`config.mk`:
```
export PLATFORM = sky130hd
export DESIGN_NAME = mcurb_front
export DESIGN_NICKNAME = d
export VERILOG_FILES = /design/src/hw/rtl/mcurb_pkg.sv /design/src/hw/rtl/mcurb_front.sv
export SDC_FILE = /design/constraint.sdc
export NUM_CORES = 1
export LEC_CHECK = 0
export ABC_AREA = 1
export BUFFER_PORTS_ARGS = -buffer_cell sky130_fd_sc_hd__clkbuf_2
export CORE_ASPECT_RATIO = 0.75
export CORE_UTILIZATION = 48
export CTS_BUF_LIST = sky130_fd_sc_hd__clkbuf_4 sky130_fd_sc_hd__clkbuf_8
export CTS_CLUSTER_DIAMETER = 80
export DETAILED_ROUTE_END_ITERATION = 10
export PLACE_DENSITY_LB_ADDON = 0.12
export SYNTH_ARGS = -nofsm -noshare
export SYNTH_HDL_FRONTEND = slang
export SYNTH_SLANG_ARGS = --single-unit
```
`constraint.sdc`:
```
create_clock -name clk -period 1.8 [get_ports clk]
set_input_delay 0 -clock clk [delete_from_list [all_inputs] [get_ports clk]]
set_output_delay 0 -clock clk [all_outputs]
set_load 0.005 [all_outputs]
```
`src/hw/rtl/mcurb_pkg.sv`:
```
// mcurb_pkg: shared types and action codes for the multi-channel uart ring buffers
// no dependencies
`default_nettype none
package mcurb_pkg;
	localparam logic [2:0] ACT_HOST_WR = 3'd0;
	localparam logic [2:0] ACT_HOST_RD = 3'd1;
	localparam logic [2:0] ACT_LINE_RX = 3'd2;
	localparam logic [2:0] ACT_LINE_TX = 3'd3;
	localparam logic [2:0] ACT_REWIND  = 3'd4;
	localparam int FILL_W = 11;

	typedef struct packed {
		logic [2:0] action;
		logic [1:0] channel;
		logic [7:0] data_in;
		logic       first_of_call;
	} item_t;

	typedef struct packed {
		logic [7:0]        data_out;
		logic              data_valid;
		logic [FILL_W-1:0] rx_fill;
		logic [FILL_W-1:0] tx_fill;
	} result_t;
endpackage
`default_nettype wire

```
`src/hw/rtl/mcurb_front.sv`:
```
// mcurb_front: input transfer stage and two-entry item queue
// depends on mcurb_pkg
`default_nettype none
module mcurb_front (
	input  wire logic             clk,
	input  wire logic             arst_n,
	input  wire logic             in_valid,
	output logic                  in_stall,
	input  wire mcurb_pkg::item_t in_item,
	output logic                  q_valid,
	output mcurb_pkg::item_t      q_item,
	input  wire logic             q_take
);
	mcurb_pkg::item_t buf_q [2];
	logic             rd_q, wr_q;
	logic [1:0]       cnt_q;
	logic             push;
	assign in_stall = (cnt_q == 2'd2);
	assign push     = in_valid && !in_stall;
	assign q_valid  = (cnt_q != 2'd0);
	assign q_item   = buf_q[rd_q];
	always_ff @(posedge clk) begin
		if (push) begin
			buf_q[wr_q] <= in_item;
		end
	end
	always_ff @(posedge clk or negedge arst_n) begin
		if (!arst_n) begin
			rd_q  <= 1'b0;
			wr_q  <= 1'b0;
			cnt_q <= 2'd0;
		end else begin
			if (push) begin
				wr_q <= ~wr_q;
			end
			if (q_take) begin
				rd_q <= ~rd_q;
			end
			cnt_q <= cnt_q + {1'b0, push} - {1'b0, q_take};
		end
	end
endmodule
`default_nettype wire

```
After elaboration in Yosys (flattened, before gate mapping)
Memory sizes are Yosys's and may differ from the RTL's.
Index checks and enable logic that the tools add are counted.
{"block": "word_totals", "ram_bits": 28, "n_memories": 1, "out_inout_bits": 16, "inputBits": 18, "reg_bits": 4}
{"name": "buf_q", "depth": 2, "width": 14, "read_ports": 1, "rd_ports_with_merged_regs": 0, "write_ports": 1, "line_no": "mcurb_front.sv:14", "text": "mcurb_pkg::item_t buf_q [2];"}
{"block": "classes", "bitwise": 2, "n_eq_ne": 1, "mux": 2, "n_reduce_logical": 3, "addsub": 2}
{"cell": "$add A2 B1 Y2", "count": 1}
{"cell": "$eq A2 B2 Y1 const B", "count": 1}
{"cell": "$mux W1", "count": 2}
{"cell": "$not A1 Y1", "count": 2}
{"cell": "$reduce_bool A2 Y1", "count": 1}
{"cell": "$sub A2 B1 Y2", "count": 1}
{"cell": "$logic_and A1 B1 Y1", "count": 1}
{"cell": "$logic_not A1 Y1", "count": 1}

Logic depth before layout (Yosys ltp)
{"block": "logic_depth", "word_depth": 5, "mapped_depth": 9, "ltp_nobuf": 9}

Least setup slack after synthesis
OpenSTA, ideal clock, no wires.
{"block": "synth_path", "kind": "flip-flop to flip-flop", "start": "reg cnt_q[1]", "end": "mem buf_q[1][0] (netlist bit), enable pin", "stages_incl_launch_ff": 4, "setup_ns": 0.384, "slack_ns": 0.247, "required_ns": 1.416, "arrival_time_ns": 1.168, "path_buffers": 0, "path_cell_list": "dfrtp_1 > nand2_1 > nand2_1 > nor2_1"}
{"block": "synth_between", "elab_chain_cells": 5}
{"item": "from (decl)", "line_no": "mcurb_front.sv:16", "text": "logic [1:0] cnt_q;"}
{"item": "from (signal assigned)", "line_no": "mcurb_front.sv:39", "text": "cnt_q <= cnt_q + {1'b0, push} - {1'b0, q_take};"}
{"item": "$eq A2 B2 Y1", "line_no": "mcurb_front.sv:18", "text": "assign in_stall = (cnt_q == 2'd2);"}
{"item": "$logic_not A1 Y1", "line_no": "mcurb_front.sv:19", "text": "assign push = in_valid && !in_stall;"}
{"item": "$logic_and A1 B1 Y1", "line_no": "mcurb_front.sv:19"}
{"item": "$mux W1", "line_no": "mcurb_front.sv:23", "text": "if (push) begin"}
{"item": "$mux W1 (not written as such)", "line_no": "mcurb_front.sv:24", "text": "buf_q[wr_q] <= in_item;"}
{"item": "to (decl)", "line_no": "mcurb_front.sv:14"}
No other way between the ends.

==> flow_summary.json <==
{
  "coreArea_um2": 2400,
  "nNetsFinal": 180,
  "syn-cell-area_um2": 1270,
  "rows": 15,
  "regToRegEndpoint": "cnt_q[1]",
  "ctsRootBufferMaster": "clkbuf_4",
  "skew_ps": 13.7,
  "period_minus_slack_ps": 1500,
  "grt_pass1_wl_um": 3110,
  "critPathArrivalTime_ps": 1500,
  "cp-end-kind": "output port",
  "synth_top_cell_by_area": "edfxtp_1",
  "vias": 853,
  "slew_viol_final": 0,
  "setup_viol": 0,
  "fin_setup_tns_ps": 0,
  "dieArea_um2": 2860,
  "cp.required_ps": 1800,
  "crit_end": "q_item[6]",
  "start_util": 0.529,
  "wl_per_cell_um": 10.7,
  "r2r.worst_path.cells": 7,
  "htree_levels": 2,
  "io_buffers": 33,
  "hold_class": "in -> async",
  "clock-sinks": 32,
  "place_inst": 170,
  "syn_nets": 121,
  "drt_iter0_drc": 35,
  "cts_tree": "done",
  "post_cts_resized": 0,
  "synthArstFlopShare": 0.125,
  "synth-main-ff-cell": "edfxtp_1",
  "diodes": 0,
  "cts_max_path_buffers": 2,
  "worst-setup-path-type": "reg -> out",
  "finalWirelength_um": 2090,
  "synth_edf_count": 28,
  "antenna_left": 0,
  "worst_r2r_startpoint": "cnt_q[1]",
  "yosysTopAreaCellShare": 0.662,
  "netlist_instances": 101,
  "rsz0062_at_grt": "no",
  "grt_pass1_vias": 736,
  "dp_hpwl_um": 1430,
  "antenna_found_initial": 0,
  "area_delta_synth_final_pct": 34.8,
  "grt_max_degree": 17,
  "ys_top_cells_by_area": "edfxtp_1 66%, dfrtp_1 7.9%, nand2_1 7.1%",
  "cts_buffers": 5,
  "vdd_drop_max_uv": 680,
  "fp.dieW_um": 61.4,
  "drv_cap": 0,
  "drc": 0,
  "yosysUniqueCellTypes": 13,
  "synth.most_common_cell": "edfxtp_1",
  "first_pass_iters": 4,
  "run_status": "completed",
  "ff2ff_setup_slack_ps": 430,
  "worst_skew_pair.late_latency_ps": 320,
  "worst_pin_slew_ps": 418,
  "gr-total-overflow": 0,
  "nFillCells": 204,
  "fin_crit_sh": 0.831,
  "yosys_register_bits": 32,
  "slew_headroom": 0.721,
  "path_clk_slew_ps": 80,
  "startpoint": "rd_q",
  "multi_input_area_um2": 215,
  "fmax_mhz": 668,
  "grt_util_all_layers": 0.168,
  "fp.dieH_um": 46.5,
  "fin_cells": 195,
  "gp_congestion": 0.866,
  "utilization": 0.713,
  "ios": 34,
  "startpoint_type": "flop",
  "finalHoldViolCount": 0,
  "regArea_um2": 941,
  "ys_seq_area_frac": 0.741,
  "ys_warn_count": 0,
  "layout-drive-gt1-share": 0.298,
  "syn_avg_cell_area_um2": 12.6,
  "synthTopCellsByCount": "28 x edfxtp_1, 24 x nand2_1, 22 x inv_1, 12 x o21ai_0, 4 x dfrtp_1",
  "p_per_area_nw_per_um2": 1310,
  "leakagePower_nw": 0.803,
  "vias_per_cell": 4.37,
  "critical_path_peak_fanout": 16
}
[worst max-delay path, stage by stage (launching register included)]
cell      delay [ps]
dfrtp_1          600
buf_4            290
nand2_1           70
o21ai_0           80
clkbuf_2         140
[routing by layer]
layer	vias up	global-route usage	part of all wire
met2	22	0.302	0.52
met5	-	0	0
met3	2	0.0702	0.049
met4	0	0.0667	0.0048
li1	446	-	-
met1	383	0.175	0.42
[timing repair]
action,CTS,global route
setup endpoints to repair,0,0
buffers inserted,0,0
hold buffers,17,0
hold endpoints to repair,34,0
[worst min path at each step]
stage	start	endpoint	slack, ps
4_1_cts	arst_n	cnt_q[0]	20
3_5_place_dp	arst_n	cnt_q[0]	-180
3_3_place_gp	arst_n	cnt_q[0]	-190
2_1_floorplan	arst_n	cnt_q[0]	-300
6_report	arst_n	cnt_q[0]	20
5_1_grt	arst_n	cnt_q[0]	10
[area by class of cell]
class	instances	area share
clock buffers	7	0.0307
clock inverters	1	0.00292
inverters	22	0.0482
multi-input cells	44	0.126
flip-flops and latches	32	0.550
well taps	34	0.0249
repair buffers	55	0.218
[cell usage in the layout, fill, tap and decap left out]
| master | instances |
|---|---|
| dfrtp_1 | 4 |
| nand3_1 | 2 |
| o21ai_2 | 2 |
| o21ai_0 | 12 |
| buf_4 | 5 |
| clkbuf_2 | 33 |
| ha_1 | 2 |
| clkbuf_4 | 7 |
| nor2_1 | 1 |
| nand2_1 | 24 |
| dlygate4sd3_1 | 17 |
| clkinv_2 | 1 |
| inv_1 | 22 |
| edfxtp_1 | 28 |
| xor2_1 | 1 |
[sequential cells by signal, summed over array words and instances (netlist names)]
register and flops:
rd_q 1, wr_q 1, buf_q 28, cnt_q 2
[power by group]
part	switching, mW	internal (mW)	total, mW
sequential	0.0951	1.02	1.11
combinational	0.404	0.327	0.730
clock	0.212	0.182	0.394
total	0.710	1.53	2.24
[cell families (layout without fill, tap and decap cells)]
logic type	Yosys count	after routing	synth area share
buffers and inverters	25	85	0.0896
flip-flops	32	32	0.741
AND/OR/NAND/NOR	27	27	0.0818
XOR/XNOR	1	1	0.00690
adder cells (fa/ha/maj)	2	2	0.0197
AO/OA/AOI/OAI	14	14	0.0611
[through the flow]
stage | total power [mW] | cell area (µm²) | hold WS (ps) | setup WS (ps)
after global placement | 1.80 | 1480 | -190 | 528
after global routing | 2.42 | 1710 | 13.4 | 151
final | 2.24 | 1710 | 22.2 | 304
after CTS | 2.26 | 1710 | 15.8 | 308
after floorplan | 1.55 | 1270 | -296 | 247
after detailed placement | 1.84 | 1480 | -184 | 435
No activity file was read; power rests on OpenSTA's default activity.
